==> src/rtl/assert_macros.svh <==
// Assertion macros used by the RTL file that carries checks.
`ifndef ASSERT_MACROS_SVH
`define ASSERT_MACROS_SVH
`define GNB_ASSERT_IMPL(label, clk, rst_n, ante, cons, msg) \
    label: assert property (@(posedge clk) disable iff (!rst_n) (ante) |-> (cons)) \
        else $error(msg);
`define GNB_ASSERT_NEXT(label, clk, rst_n, ante, cons, msg) \
    label: assert property (@(posedge clk) disable iff (!rst_n) (ante) |=> (cons)) \
        else $error(msg);
`endif

==> src/rtl/gnb_pkg.sv <==
// Shared constants, types and state codes of the gamma naive Bayes scorer.
`default_nettype none
package gnb_pkg;
    localparam int NUM_VARS = 4;
    localparam int MAX_VARS = 4;
    localparam int VAR_W = $clog2(MAX_VARS);
    localparam int CFG_IDX_W = $clog2(2 * MAX_VARS);
    localparam int DATA_W = 16;
    localparam int SCORE_W = 32;
    localparam int E_W = $clog2(DATA_W);
    localparam int M_W = 31;
    localparam int LN_STEPS = 28;
    localparam int FRAC_W = 28;
    localparam int C_W = 32;
    localparam int P_W = FRAC_W + C_W;
    localparam int LN_W = 40;
    localparam int LN_LAT = LN_STEPS + 3;
    localparam int ACC_W = 56;
    localparam int CA_W = DATA_W + 2;
    localparam int PROD_W = CA_W + LN_W;
    localparam int BX_W = 2 * DATA_W;
    localparam int RND_W = ACC_W - 16;
    localparam int ZSQ_W = 2 * DATA_W;
    localparam int Z3_W = 3 * DATA_W;
    localparam int DIV_W = 57;
    localparam int DIV_D_W = Z3_W + 9;
    localparam int DIV_R_W = DIV_D_W + 1;
    localparam int DIV_CNT_W = $clog2(DIV_W);
    localparam int Q_DEPTH = 2;
    localparam int Q_PTR_W = $clog2(Q_DEPTH);
    localparam int Q_CNT_W = $clog2(Q_DEPTH + 1);
    localparam int INFL_W = 6;

    localparam logic [C_W-1:0] LN2_Q32 = 32'd2977044472;
    localparam logic signed [LN_W-1:0] LN2_X8 = $signed(LN_W'(LN2_Q32)) <<< 3;
    localparam logic signed [ACC_W-1:0] HALF_LN_2PI_Q32 = ACC_W'(64'sd3946810947);
    localparam logic [DATA_W-1:0] ONE_Q88 = 16'd256;
    localparam logic [DATA_W-1:0] HALF_Q88 = 16'd128;
    localparam logic [DATA_W-1:0] GAM_LIMIT = 16'd2048;
    localparam logic [DIV_W-1:0] DIV1_N = DIV_W'(1) << 40;
    localparam logic [DIV_W-1:0] DIV2_N = DIV_W'(1) << 56;
    localparam logic signed [ACC_W-1:0] ROUND_HALF = ACC_W'(1) <<< 15;
    localparam logic signed [SCORE_W-1:0] SCORE_MIN = {1'b1, {(SCORE_W-1){1'b0}}};
    localparam logic signed [SCORE_W-1:0] SCORE_MAX = {1'b0, {(SCORE_W-1){1'b1}}};

    typedef struct packed {
        logic [DATA_W-1:0] shape;
        logic [DATA_W-1:0] rate;
        logic signed [ACC_W-1:0] k;
        logic bad;
    } var_cfg_t;

    typedef struct packed {
        logic [MAX_VARS-1:0][DATA_W-1:0] sample;
        logic [MAX_VARS-1:0] nz;
        logic neg_inf;
    } entry_t;

    typedef struct packed {
        logic push;
        logic pop;
        logic [Q_CNT_W-1:0] count;
    } front_status_t;

    typedef enum logic [3:0] {
        PR_IDLE,
        PR_LNB,
        PR_GAM,
        PR_LNC,
        PR_LNZ,
        PR_CUBE,
        PR_SCALE,
        PR_DIV1,
        PR_DIV2
    } prep_state_t;
endpackage
`default_nettype wire

==> src/rtl/gnb_front.sv <==
// Front end: takes an input beat, flags zero samples and dead variables, and queues it.
`default_nettype none
module gnb_front (
    input  logic clk,
    input  logic rst_n,
    input  logic start,
    input  logic busy,
    input  logic [gnb_pkg::DATA_W-1:0] sample [gnb_pkg::MAX_VARS],
    input  gnb_pkg::var_cfg_t var_cfg [gnb_pkg::MAX_VARS],
    output logic pop_valid,
    output gnb_pkg::entry_t pop_entry,
    output gnb_pkg::front_status_t status
);
    import gnb_pkg::*;

    logic in_vld_reg;
    entry_t in_entry_reg;
    entry_t in_entry_next;
    entry_t q_mem [Q_DEPTH];
    logic [Q_PTR_W-1:0] wr_ptr_reg;
    logic [Q_PTR_W-1:0] rd_ptr_reg;
    logic [Q_CNT_W-1:0] count_reg;
    logic push;
    logic pop;

    always_comb
    begin
        in_entry_next.neg_inf = 1'b0;
        for (int i = 0; i < MAX_VARS; i++)
        begin
            in_entry_next.sample[i] = sample[i];
            in_entry_next.nz[i] = (i < NUM_VARS) && (sample[i] != '0);
            if (in_entry_next.nz[i] && var_cfg[i].bad)
            begin
                in_entry_next.neg_inf = 1'b1;
            end
        end
    end

    assign push = in_vld_reg;
    assign pop = (count_reg != '0);

    always_ff @(posedge clk or negedge rst_n)
    begin
        if (!rst_n)
        begin
            in_vld_reg <= 1'b0;
            wr_ptr_reg <= '0;
            rd_ptr_reg <= '0;
            count_reg <= '0;
        end
        else
        begin
            in_vld_reg <= start && !busy;
            if (push)
            begin
                wr_ptr_reg <= wr_ptr_reg + 1'b1;
            end
            if (pop)
            begin
                rd_ptr_reg <= rd_ptr_reg + 1'b1;
            end
            count_reg <= count_reg + Q_CNT_W'(push) - Q_CNT_W'(pop);
        end
    end

    always_ff @(posedge clk)
    begin
        in_entry_reg <= in_entry_next;
        if (push)
        begin
            q_mem[wr_ptr_reg] <= in_entry_reg;
        end
    end

    assign pop_valid = pop;
    assign pop_entry = q_mem[rd_ptr_reg];
    assign status.push = push;
    assign status.pop = pop;
    assign status.count = count_reg;
endmodule
`default_nettype wire

==> config.mk <==
export PLATFORM = sky130hd
export DESIGN_NAME = gnb_front
export DESIGN_NICKNAME = d
export VERILOG_FILES = /design/src/rtl/assert_macros.svh /design/src/rtl/gnb_pkg.sv /design/src/rtl/gnb_front.sv
export SDC_FILE = /design/constraint.sdc
export NUM_CORES = 1
export LEC_CHECK = 0
export BUFFER_PORTS_ARGS = -buffer_cell sky130_fd_sc_hd__buf_2
export CAP_MARGIN = 20
export CORE_AREA = 2 2 194 196
export DETAILED_ROUTE_END_ITERATION = 12
export DIE_AREA = 0 0 196 198
export PLACE_DENSITY = 0.53
export REMOVE_ABC_BUFFERS = 1
export SYNTH_ARGS = -nofsm -noshare
export SYNTH_HDL_FRONTEND = slang
export SYNTH_SLANG_ARGS = --single-unit
==> constraint.sdc <==
create_clock -name clk -period 5.3 [get_ports clk]
set_clock_uncertainty 0.1 [all_clocks]
set_input_delay 0.53 -clock clk [delete_from_list [all_inputs] [get_ports clk]]
set_output_delay 0.53 -clock clk [all_outputs]
set_load 0.05 [all_outputs]
# Word level (Yosys, flattened, before mapping)
# Memory sizes are Yosys's and may differ from the RTL's.
# Index checks and enable logic that the tools add are counted.
[classes]
reduce_logical = 12
mux = 3
n_addsub = 4
[op_table]
columns = ["cell", "n"]
rows = [
  ["$reduce_bool A16 Y1", 4],
  ["$logic_and A1 B1 Y1", 5],
  ["$mux W1", 3],
  ["$reduce_or A3 Y1", 1],
  ["$add A1 B1 Y1 const B", 2],
  ["$add A2 B1 Y2", 1],
  ["$reduce_bool A2 Y1", 1],
  ["$sub A2 B1 Y2", 1],
  ["$logic_not A1 Y1", 1],
]
[totals]
regBits = 74
wordCells = 30
mem_bits_rw = 138
output_inout_bits = 74
mem_count = 1
[mem_list]
columns = ["name", "words", "width", "read_ports", "rd_ports_with_merged_regs", "wr", "line", "text"]
rows = [
  ["q_mem", 2, 69, 1, 0, 1, "gnb_front.sv:19", "entry_t q_mem [Q_DEPTH];"],
]

# Logic depth before layout (Yosys ltp)
# Gate-level depths: netlist of the first run.
[logic_depth]
ltp_word = 3
depth_mapped = 3

# Worst setup path before layout of the first run
# OpenSTA, ideal clock, no wires.
[synth_timing]
path_type = "register to register"
start = "register in_vld_reg"
end = "memory q_mem[0][0] in the netlist's numbering, enable pin"
setup_ns = 0.505
period_less_slack_ns = 4.075
arrival_ns = 3.471
setup_slack_ns = 1.225
t_required_ns = 4.695
stages_incl_launch_ff = 2
path_cell_list = "dfrtp_1 nor2b_1"
[synth_via]
elab_chain_len = 2
[synth_lines]
columns = ["element", "line", "text"]
rows = [
  ["start, declared", "gnb_front.sv:16", "logic in_vld_reg;"],
  ["start signal, assigned", "gnb_front.sv:54", "in_vld_reg <= start && !busy;"],
  ["$mux W1", "gnb_front.sv:70", "if (push)"],
  ["$mux W1 (implied by the code)", "gnb_front.sv:72", "q_mem[wr_ptr_reg] <= in_entry_reg;"],
  ["end, declared", "gnb_front.sv:19", ""],
]
# Every way passes these cells.

==> results of run 1 <==
## through the flow
stage               instances  power [mW]
CTS                      1014        4.97
global route             1016        5.09
finish                   1016        4.87
global placement          943        3.38
detailed placement        944        3.39
floorplan                 320        3.04
## logic make-up after synthesis
family          synth area share (%)
mux                             11.5
simple gates                    2.67
buf+inv                         1.02
flops                           83.7
fa+ha+maj                      0.185
xor+xnor                       0.389
compound gates                 0.519
## layout make-up
class                   count  area (µm²)  area share [%]
clock buffers              35         691            7.56
clock inverters             6        43.8           0.480
inverters                   4        15.0           0.164
multi-input cells         104        1040            11.4
flip-flops and latches    212        5650            61.9
well taps                 474         593            6.49
repair buffers            181        1090            12.0
## worst max-delay path: stages (launching register included)
cell and delay, ns:
sky130_fd_sc_hd__dfrtp_4 0.78, sky130_fd_sc_hd__buf_4 0.56, sky130_fd_sc_hd__mux2_2 0.39, sky130_fd_sc_hd__buf_2 0.22
## cells in the final DEF (no fill, tap or decap)
cell type and n:
sky130_fd_sc_hd__a41oi_1 4, sky130_fd_sc_hd__and2_4 1, sky130_fd_sc_hd__buf_16 1, sky130_fd_sc_hd__buf_2 145
sky130_fd_sc_hd__buf_4 4, sky130_fd_sc_hd__clkbuf_1 5, sky130_fd_sc_hd__clkbuf_16 23, sky130_fd_sc_hd__clkbuf_8 7
sky130_fd_sc_hd__clkinv_2 2, sky130_fd_sc_hd__clkinv_4 1, sky130_fd_sc_hd__clkinvlp_4 1, sky130_fd_sc_hd__dfrtp_1 4
sky130_fd_sc_hd__dfrtp_4 1, sky130_fd_sc_hd__dfxtp_1 69, sky130_fd_sc_hd__dlygate4sd3_1 31, sky130_fd_sc_hd__edfxtp_1 138
sky130_fd_sc_hd__ha_1 1, sky130_fd_sc_hd__inv_1 4, sky130_fd_sc_hd__inv_6 2, sky130_fd_sc_hd__mux2_2 69
sky130_fd_sc_hd__nand2_1 1, sky130_fd_sc_hd__nand4_1 4, sky130_fd_sc_hd__nor2b_1 2, sky130_fd_sc_hd__nor2b_4 1
sky130_fd_sc_hd__nor4_1 14, sky130_fd_sc_hd__nor4_2 2, sky130_fd_sc_hd__or2_2 1, sky130_fd_sc_hd__or4_1 1
sky130_fd_sc_hd__xnor2_1 1, sky130_fd_sc_hd__xor2_1 2
## metal layers
layer	vias up	routed length (µm)	track usage, %
li1	1664	-	-
met1	1739	6300	8.98
met2	114	6890	12.3
met3	26	1030	2.37
met4	0	375	3.14
met5	-	0	0
## worst min-delay path by stage
| stage | end | depth (start not counted) | slack (ns) |
|---|---|---|---|
| floorplan | count_reg[0]$_DFF_PN0_ | 0 | 0.13 |
| global placement | in_vld_reg$_DFF_PN0_ | 1 | 0.25 |
| detailed placement | in_vld_reg$_DFF_PN0_ | 1 | 0.26 |
| CTS | in_entry_reg[51]$_DFF_P_ | 1 | 0.0004 |
| global route | in_entry_reg[66]$_DFF_P_ | 1 | -0.0005 |
| finish | in_entry_reg[51]$_DFF_P_ | 1 | 0.03 |
## what timing repair did
item | CTS | global route
setup buffers | 0 | 0
resized for setup | 0 | 0
hold endpoints to repair | 33 | 2
hold buffers | 29 | 2
## power by group through the flow
| stage | clock, mW | combinational [mW] | sequential, mW |
|---|---|---|---|
| after floorplan | 0 | 0.975 | 2.06 |
| after global routing | 1.65 | 1.40 | 2.04 |
| after CTS | 1.59 | 1.35 | 2.03 |
| after detailed placement | 0 | 1.33 | 2.06 |
| final | 1.53 | 1.32 | 2.02 |
| after global placement | 0 | 1.33 | 2.05 |
==> summary by stage, run 1 <==
Run status
The flow ran to the end, and the final reports show no timing, DRC or antenna violations.

Timing
Hold is met by about 0.032 ns. The worst pin sits at a relative slew slack of 35.1%. Timing would allow up to ~0.32 GHz. The accumulated negative setup slack is 0 ns. Setup violations remaining at the end of the flow were counted as 0.

The number of hold violations in the final report is 0. At the pin with the least slew margin, the transition time is about 0.96 ns. The final-report max-slew violation count came to 0. The final critical-path setup slack is ~2.2 ns.

The minimum clock period is about 3.1 ns. Setup repair after global routing left no endpoint under its margin. The share of the cycle needed by the critical path after routing is between 50 and 60%.

Finish
The post-layout utilization of the core is 24.7%. The final layout contains between 900 and 1000 nets. Once layout is done, the placed cells without fillers occupy 9130 µm². The number of fill cells is around 3900. The number of flip-flops under the largest register name is roughly 140.

The antenna diode instance count is 0. In the final layout, the share of cells above drive strength 1 is around half. The area growth from synthesis to final layout is 35.3%.

Setup path
In this run the worst path has a maximum fanout of 36. The critical path is of the register to output pin type. The startpoint of the worst-slack reg-to-reg timing path is in_vld_reg$_DFF_PN0_. The reg-to-reg endpoint is q_mem[0][62]$_DFFE_PP_. The category of the worst setup path capture point is an output pin. At the worst endpoint, the required time is approximately 4.7 ns. The beginning of the critical path is rd_ptr_reg$_DFFE_PN0P_. The number of cells on the worst reg-to-reg path is 3. The worst setup path is launched from a register. The arrival time of the worst setup path is roughly 2.5 ns.

For flop-to-flop paths, the worst setup slack is between 3 and 4 ns. In this run the worst setup path terminates at pop_entry[48].

GRT
The via count of the first global-routing pass is approximately 3600. For this run the aggregate overflow at the end of global routing stands at 0. In the global route stage, overall resource usage came out at 7.45%. The pin count of the biggest net entering global routing is 38. The number of antenna violations at the first check in global routing came to 0.

The global-route wire length before repair is between 20000 and 25000 µm.

Logic synthesis
The commonest cells after synthesis are 138 x sky130_fd_sc_hd__edfxtp_1, 69 x sky130_fd_sc_hd__dfxtp_1, 69 x sky130_fd_sc_hd__mux2_2, 14 x sky130_fd_sc_hd__nor4_1, 7 x sky130_fd_sc_hd__buf_2. For this run, the register share of the synthesized area comes to between 80% and 90%. The average cell area after synthesis is around 20 µm².

Synthesis handed over a netlist of between 300 and 400 instances. The count of different cell masters after synthesis is 20. The prevailing post-synth register cell is sky130_fd_sc_hd__edfxtp_1. The number of warning messages in the yosys log is 0. The cell area that synthesis handed to floorplanning was approximately 6800 µm². Yosys instantiated no cell more often than sky130_fd_sc_hd__edfxtp_1. The synthesized design devotes to its leading area cell type a little over 60% of total area. The synthesized design contains roughly 210 register bits. Of all flip-flops after synthesis, the portion carrying an async set or reset was under 10%. The largest area contributor in the synthesized netlist is sky130_fd_sc_hd__edfxtp_1. In the post-synthesis netlist, the biggest area contributors are sky130_fd_sc_hd__edfxtp_1 61%, sky130_fd_sc_hd__dfxtp_1 20%, sky130_fd_sc_hd__mux2_2 12%.

The number of flops mapped to enable cells by yosys is between 100 and 150.

Min path
The class of the worst hold path is input pin to register. The hold path startpoint is sample[30].

Power and ir drop
The clock share of power is roughly a third. The switching component of the power is ~1.7 mW. The fraction of power consumed by combinational cells is about 27%. The register share of total power is about two fifths. The internal cell power is 3.20 mW. The power per cell area is about 530 nW/µm².

The analysis attributes to cell leakage a power of 3.33 nW. The peak ir drop on the vdd network is around 0.29 mV. In this run switching power makes up roughly a third of total power.

Die
The die covers roughly 39000 µm². The die is between 150 and 200 µm wide. For this configuration, the core starts out at a cell density of approximately 18%. Pin placement for this block handled between 400 and 500 I/O pins. The die is 198 µm tall. The area inside the core boundary is 37000 µm². The total number of placement rows is 71.

Place
Buffers placed on the I/O ports in this run total 145. The total cell area at the placement stage is approximately 8100 µm². The half-perimeter wire length after placement is roughly 9600 µm. The worst setup slack before clock tree synthesis is ~2.5 ns.

The placer congestion estimate is around 0.65.

Route
The initial DRC count is between 60 and 70. The average via count per standard cell is about 3.5. The total length of routed wires is approximately 15000 µm. After detailed routing, the number of remaining DRC violations is 0. The average detailed-routed wire length per instance is 14.4 µm.

The routed layout has about 3500 vias. The count of nets left with antenna violations once routing finished came out at 0. For this run, the detailed router's first-pass iteration total came to 4.

CTS
The clock transition at the registers of the reported paths is approximately 0.06 ns. The maximum buffer depth of the clock tree is 3. In this run, CTS created clock tree buffers numbering 23. The root buffer cell is sky130_fd_sc_hd__clkbuf_16.

The CTS sink count is approximately 210. CTS built an H-tree with a depth of 1. TritonCTS built the clock tree. Clock latency on the worst-skew pair, taken at its later pin, is 0.52 ns.

Run
Max-cap violations in this run came to 0.
No activity file was read; power rests on OpenSTA's default activity.
==> inputs of run 2 (changes only) <==
ABC_AREA = 1   (was default)
CORE_AREA = 2 2 196 198   (was 2 2 194 196)
DIE_AREA = 0 0 198 200   (was 0 0 196 198)
clock period = 3 ns   (was 5.3 ns; I/O delays follow)
==> summary by stage, run 2 <==
Logic synthesis
The area of the mapped netlist is 6900 µm². The most common cell in the synthesized netlist is sky130_fd_sc_hd__nand2_1. The number of synthesized register bits is roughly 210. The number of flops mapped to enable cells by yosys is ~140. For this run, the register share of the synthesized area comes to around 82%. The prevailing post-synth register cell is sky130_fd_sc_hd__edfxtp_1. In the post-synthesis netlist, the biggest area contributors are sky130_fd_sc_hd__edfxtp_1 60%, sky130_fd_sc_hd__dfxtp_1 20%, sky130_fd_sc_hd__nand2_1 13%.

The share of async-settable or async-resettable flops after synthesis is approximately 2.4%. The top cell type by area accounts for about three fifths of the synthesized area. In this run the mean area of a mapped cell was about 13 µm². During synthesis, Yosys emitted a total of 0 warnings. The number of different library cells used by synthesis comes to 13. The synthesized instance count is approximately 520. The largest area contributor in the synthesized netlist is sky130_fd_sc_hd__edfxtp_1. By count the netlist is led by 236 x sky130_fd_sc_hd__nand2_1, 138 x sky130_fd_sc_hd__edfxtp_1, 69 x sky130_fd_sc_hd__dfxtp_1, 44 x sky130_fd_sc_hd__nor2_1.

Finish
The register with the most flip-flops in the layout has approximately 140 of them. The finished layout holds about 1300 standard cells, fillers aside. After filler insertion, the fill cell instance count of the layout stands at 3858. The sequential cells in the finished layout cover a total of approximately 5700 µm². The multi-input combinational cells in the finished layout cover a total of roughly 1100 µm². The number of antenna diodes in the final layout is 0.

The library cells used most frequently in the layout, excluding fill and tap cells, are 236 x sky130_fd_sc_hd__nand2_1, 145 x sky130_fd_sc_hd__buf_2, 138 x sky130_fd_sc_hd__edfxtp_1. The commonest non-fill, non-tap cell in the layout is sky130_fd_sc_hd__nand2_1. The fraction of layout instances using a drive strength above 1 is between 20% and 30%. The layout net count is 1175. The area growth from synthesis to final layout is 42.4%.

Route
The detailed router finished its first iteration with between 100 and 150 violations. Detailed routing inserted a total of between 4000 and 5000 vias. The routed design has between 15000 and 20000 µm of wire. For this run, design rule violations remaining after detail routing come to 0. The number of nets with antenna violations after detailed routing is 0. Dividing the detail-routed via count by the number of cells gives roughly 3.4. The average detailed-routed wire length per instance is about 13 µm. The pre-antenna-repair detailed-routing pass consisted of 4 iterations.

GRT
The via count of the first global-routing pass came to 4349. The pin count of the biggest net entering global routing is 70. The number of antenna violations at the first check in global routing is 0.

The first global-routing pass estimated 24300 µm of wire. Global routing finished with a remaining overflow of 0. Global routing used approximately 8.2% of the available tracks across all layers.

Setup path
Broken down by cell family, the worst path's largest delay share belongs to buffers and inverters. The arrival time of the worst setup path is 2.10 ns. The worst setup path is of the register to output pin kind. The number of buffers and inverters on the critical path is 3. For this run, the slowest stage of the critical path takes 0.50 ns. The highest net fanout along the worst path is 28. The worst-path cell with the longest stage delay is sky130_fd_sc_hd__dfrtp_4.

The category of the worst setup path capture point is an output pin. The worst setup path is launched from a register. The signal on the critical path passes through inv_4, buf_4, nand2_1, nand2_1, buf_2. The cell that appears most often on the critical path is sky130_fd_sc_hd__nand2_1.

Data on the critical path is required at its endpoint by between 2 and 3 ns.

Timing
The tightest hold path in the finished design has a slack of ~0.0034 ns. The worst slew margin relative to its limit is 62.2%. The share of the cycle needed by the critical path after routing is between 80% and 90%. The minimum clock period is 2.50 ns. Setup repair after global routing left no endpoint under its margin. Setup violations remaining at the end of the flow were counted as 0. The number of hold violations in the final report came to 0.

The final-report max-slew violation count came to 0. At the pin with the least slew margin, the transition time is between 0.5 and 0.6 ns. The maximum achievable frequency is 0.400 GHz.

Power and ir drop
The internal portion of the total power is ~6.2 mW. The net switching share of the total power is a little under two fifths. VDD sags by at most around 0.65 mV. The clock share of power is about a third. The switching component of the power is about 3.8 mW.

Combinational cells account for 32.1% of the total power. In this run the power density over the cells is between 1000 and 1500 nW/µm². The analysis attributes to cell leakage a power of roughly 4.0 nW. The register share of total power is 34.9%.

CTS
The number of H-tree branching levels is 1. The cell sitting at the root of the clock tree is a sky130_fd_sc_hd__clkbuf_16. The CTS sink count is about 210. The post-CTS resize count is 0. After clock tree synthesis, the clock-pin slew on the worst setup and hold paths is 0.06 ns.

The source-to-sink clock delay at the later pin of the worst-skew pair is roughly 0.52 ns. The CTS buffer count is 24. The CTS tree is built.

The maximum buffer depth of the clock tree is 3.

Die
The floorplan step set the die width to between 150 and 200 µm. Row generation in the floorplan step produced 71 rows. The die covers around 40000 µm².

The area inside the core boundary is 37400 µm². The starting density of the core is 18.5%. Pin placement for this block handled 498 I/O pins. Measured along the y axis, the die boundary spans around 200 µm.

Place
The number of buffers added on ports is approximately 150. Summed over all nets, the half-perimeter wirelength after detailed placement is roughly 10000 µm. At the end of routability-driven placement, the weighted congestion stood at 0.664. The instance count after placement with tap cells included is between 1000 and 1500.

Run
The number of violations of the max-capacitance limit is 0.

Run status
The flow ran to the end, and the final reports show no timing, DRC or antenna violations.

Min path
The class of the worst hold path is input pin to register.
-- run 2: cell count changes in the layout (fill, tap and decap cells not counted), moves of 3 or more --
cell and delta:
sky130_fd_sc_hd__nand2_1 +235, sky130_fd_sc_hd__mux2_2 -69, sky130_fd_sc_hd__nor2_1 +43, sky130_fd_sc_hd__dlygate4sd3_1 +38, sky130_fd_sc_hd__nor4_1 -14, sky130_fd_sc_hd__bufinv_16 +6
sky130_fd_sc_hd__a41oi_1 -4, sky130_fd_sc_hd__clkbuf_8 -4, sky130_fd_sc_hd__nand4_1 -4, sky130_fd_sc_hd__buf_12 +3
-- run 2: cell families (layout without fill, tap and decap cells) --
logic type | Yosys count | in the layout | share of synthesized area [%]
buf+inv | 25 | 272 | 2.32
flops | 212 | 212 | 81.9
fa+ha+maj | 1 | 1 | 0.181
simple gates | 280 | 280 | 15.2
xor+xnor | 3 | 3 | 0.381
-- run 2: layout make-up --
class,count,area share (%)
flip-flops and latches,212,57.5
repair buffers,220,15.3
multi-input cells,284,11.2
clock buffers,32,6.94
well taps,511,6.51
clock inverters,12,2.23
inverters,8,0.357
-- run 2: per-layer routing --
metal	global-route usage [%]	wire length, µm	part of all wire [%]	vias to the layer above
li1	-	-	-	2167
met5	0	0	0	-
met3	2.15	849	5.2	33
met1	9.51	6840	42	2019
met2	14.7	8150	50	102
met4	2.92	423	2.6	0
-- run 2: what timing repair did --
item | in CTS | in global routing
endpoints found under the hold margin | 74 | 0
buffers inserted | 0 | 0
hold buffers | 69 | 0
-- run 2: path summary, 6_finish.rpt --
kind                            slack [ns]                     start                    endpoint  cells past startpoint
worst max-delay path                  0.50    rd_ptr_reg$_DFFE_PN0P_               pop_entry[58]                      5
worst min-delay path                 0.003              var_cfg[178]  in_entry_reg[0]$_SDFF_PP1_                      5
worst max register to register        1.26      in_vld_reg$_DFF_PN0_      q_mem[1][13]$_DFFE_PP_                      3
worst min register to register        0.32  in_entry_reg[20]$_DFF_P_      q_mem[0][20]$_DFFE_PP_                      0
max in group asynchronous             1.96                     rst_n      rd_ptr_reg$_DFFE_PN0P_                      3
min in group asynchronous             0.62                     rst_n      count_reg[1]$_DFF_PN0_                      3
-- run 2: power groups by stage --
| stage | combinational, mW | sequential, mW | clock [mW] |
|---|---|---|---|
| finish | 3.19 | 3.48 | 3.28 |
| global route | 3.44 | 3.50 | 3.53 |
| floorplan | 2.15 | 3.62 | 0 |
| CTS | 3.28 | 3.48 | 3.41 |
| global placement | 3.20 | 3.53 | 0 |
| detailed placement | 3.20 | 3.54 | 0 |
-- run 2: worst min-delay path, cell delays in order --
cell and delay [ns]:
sky130_fd_sc_hd__buf_2 0.08, sky130_fd_sc_hd__nand2_1 0.06, sky130_fd_sc_hd__nand2_1 0.06, sky130_fd_sc_hd__inv_1 0.04
sky130_fd_sc_hd__nand2_1 0.05
-- run 2: stage by stage --
step | util (%) | power [mW] | TNS, ns | cell area [µm²] | setup slack [ns]
global placement | 22.0 | 6.73 | 0 | 8230 | 1.01
CTS | 26.3 | 10.2 | 0 | 9830 | 0.421
finish | 26.3 | 9.95 | 0 | 9830 | 0.502
detailed placement | 22.0 | 6.74 | 0 | 8230 | 1.00
floorplan | - | 5.77 | -86.03 | 6770 | -1.25
global route | 26.3 | 10.5 | 0 | 9830 | 0.347
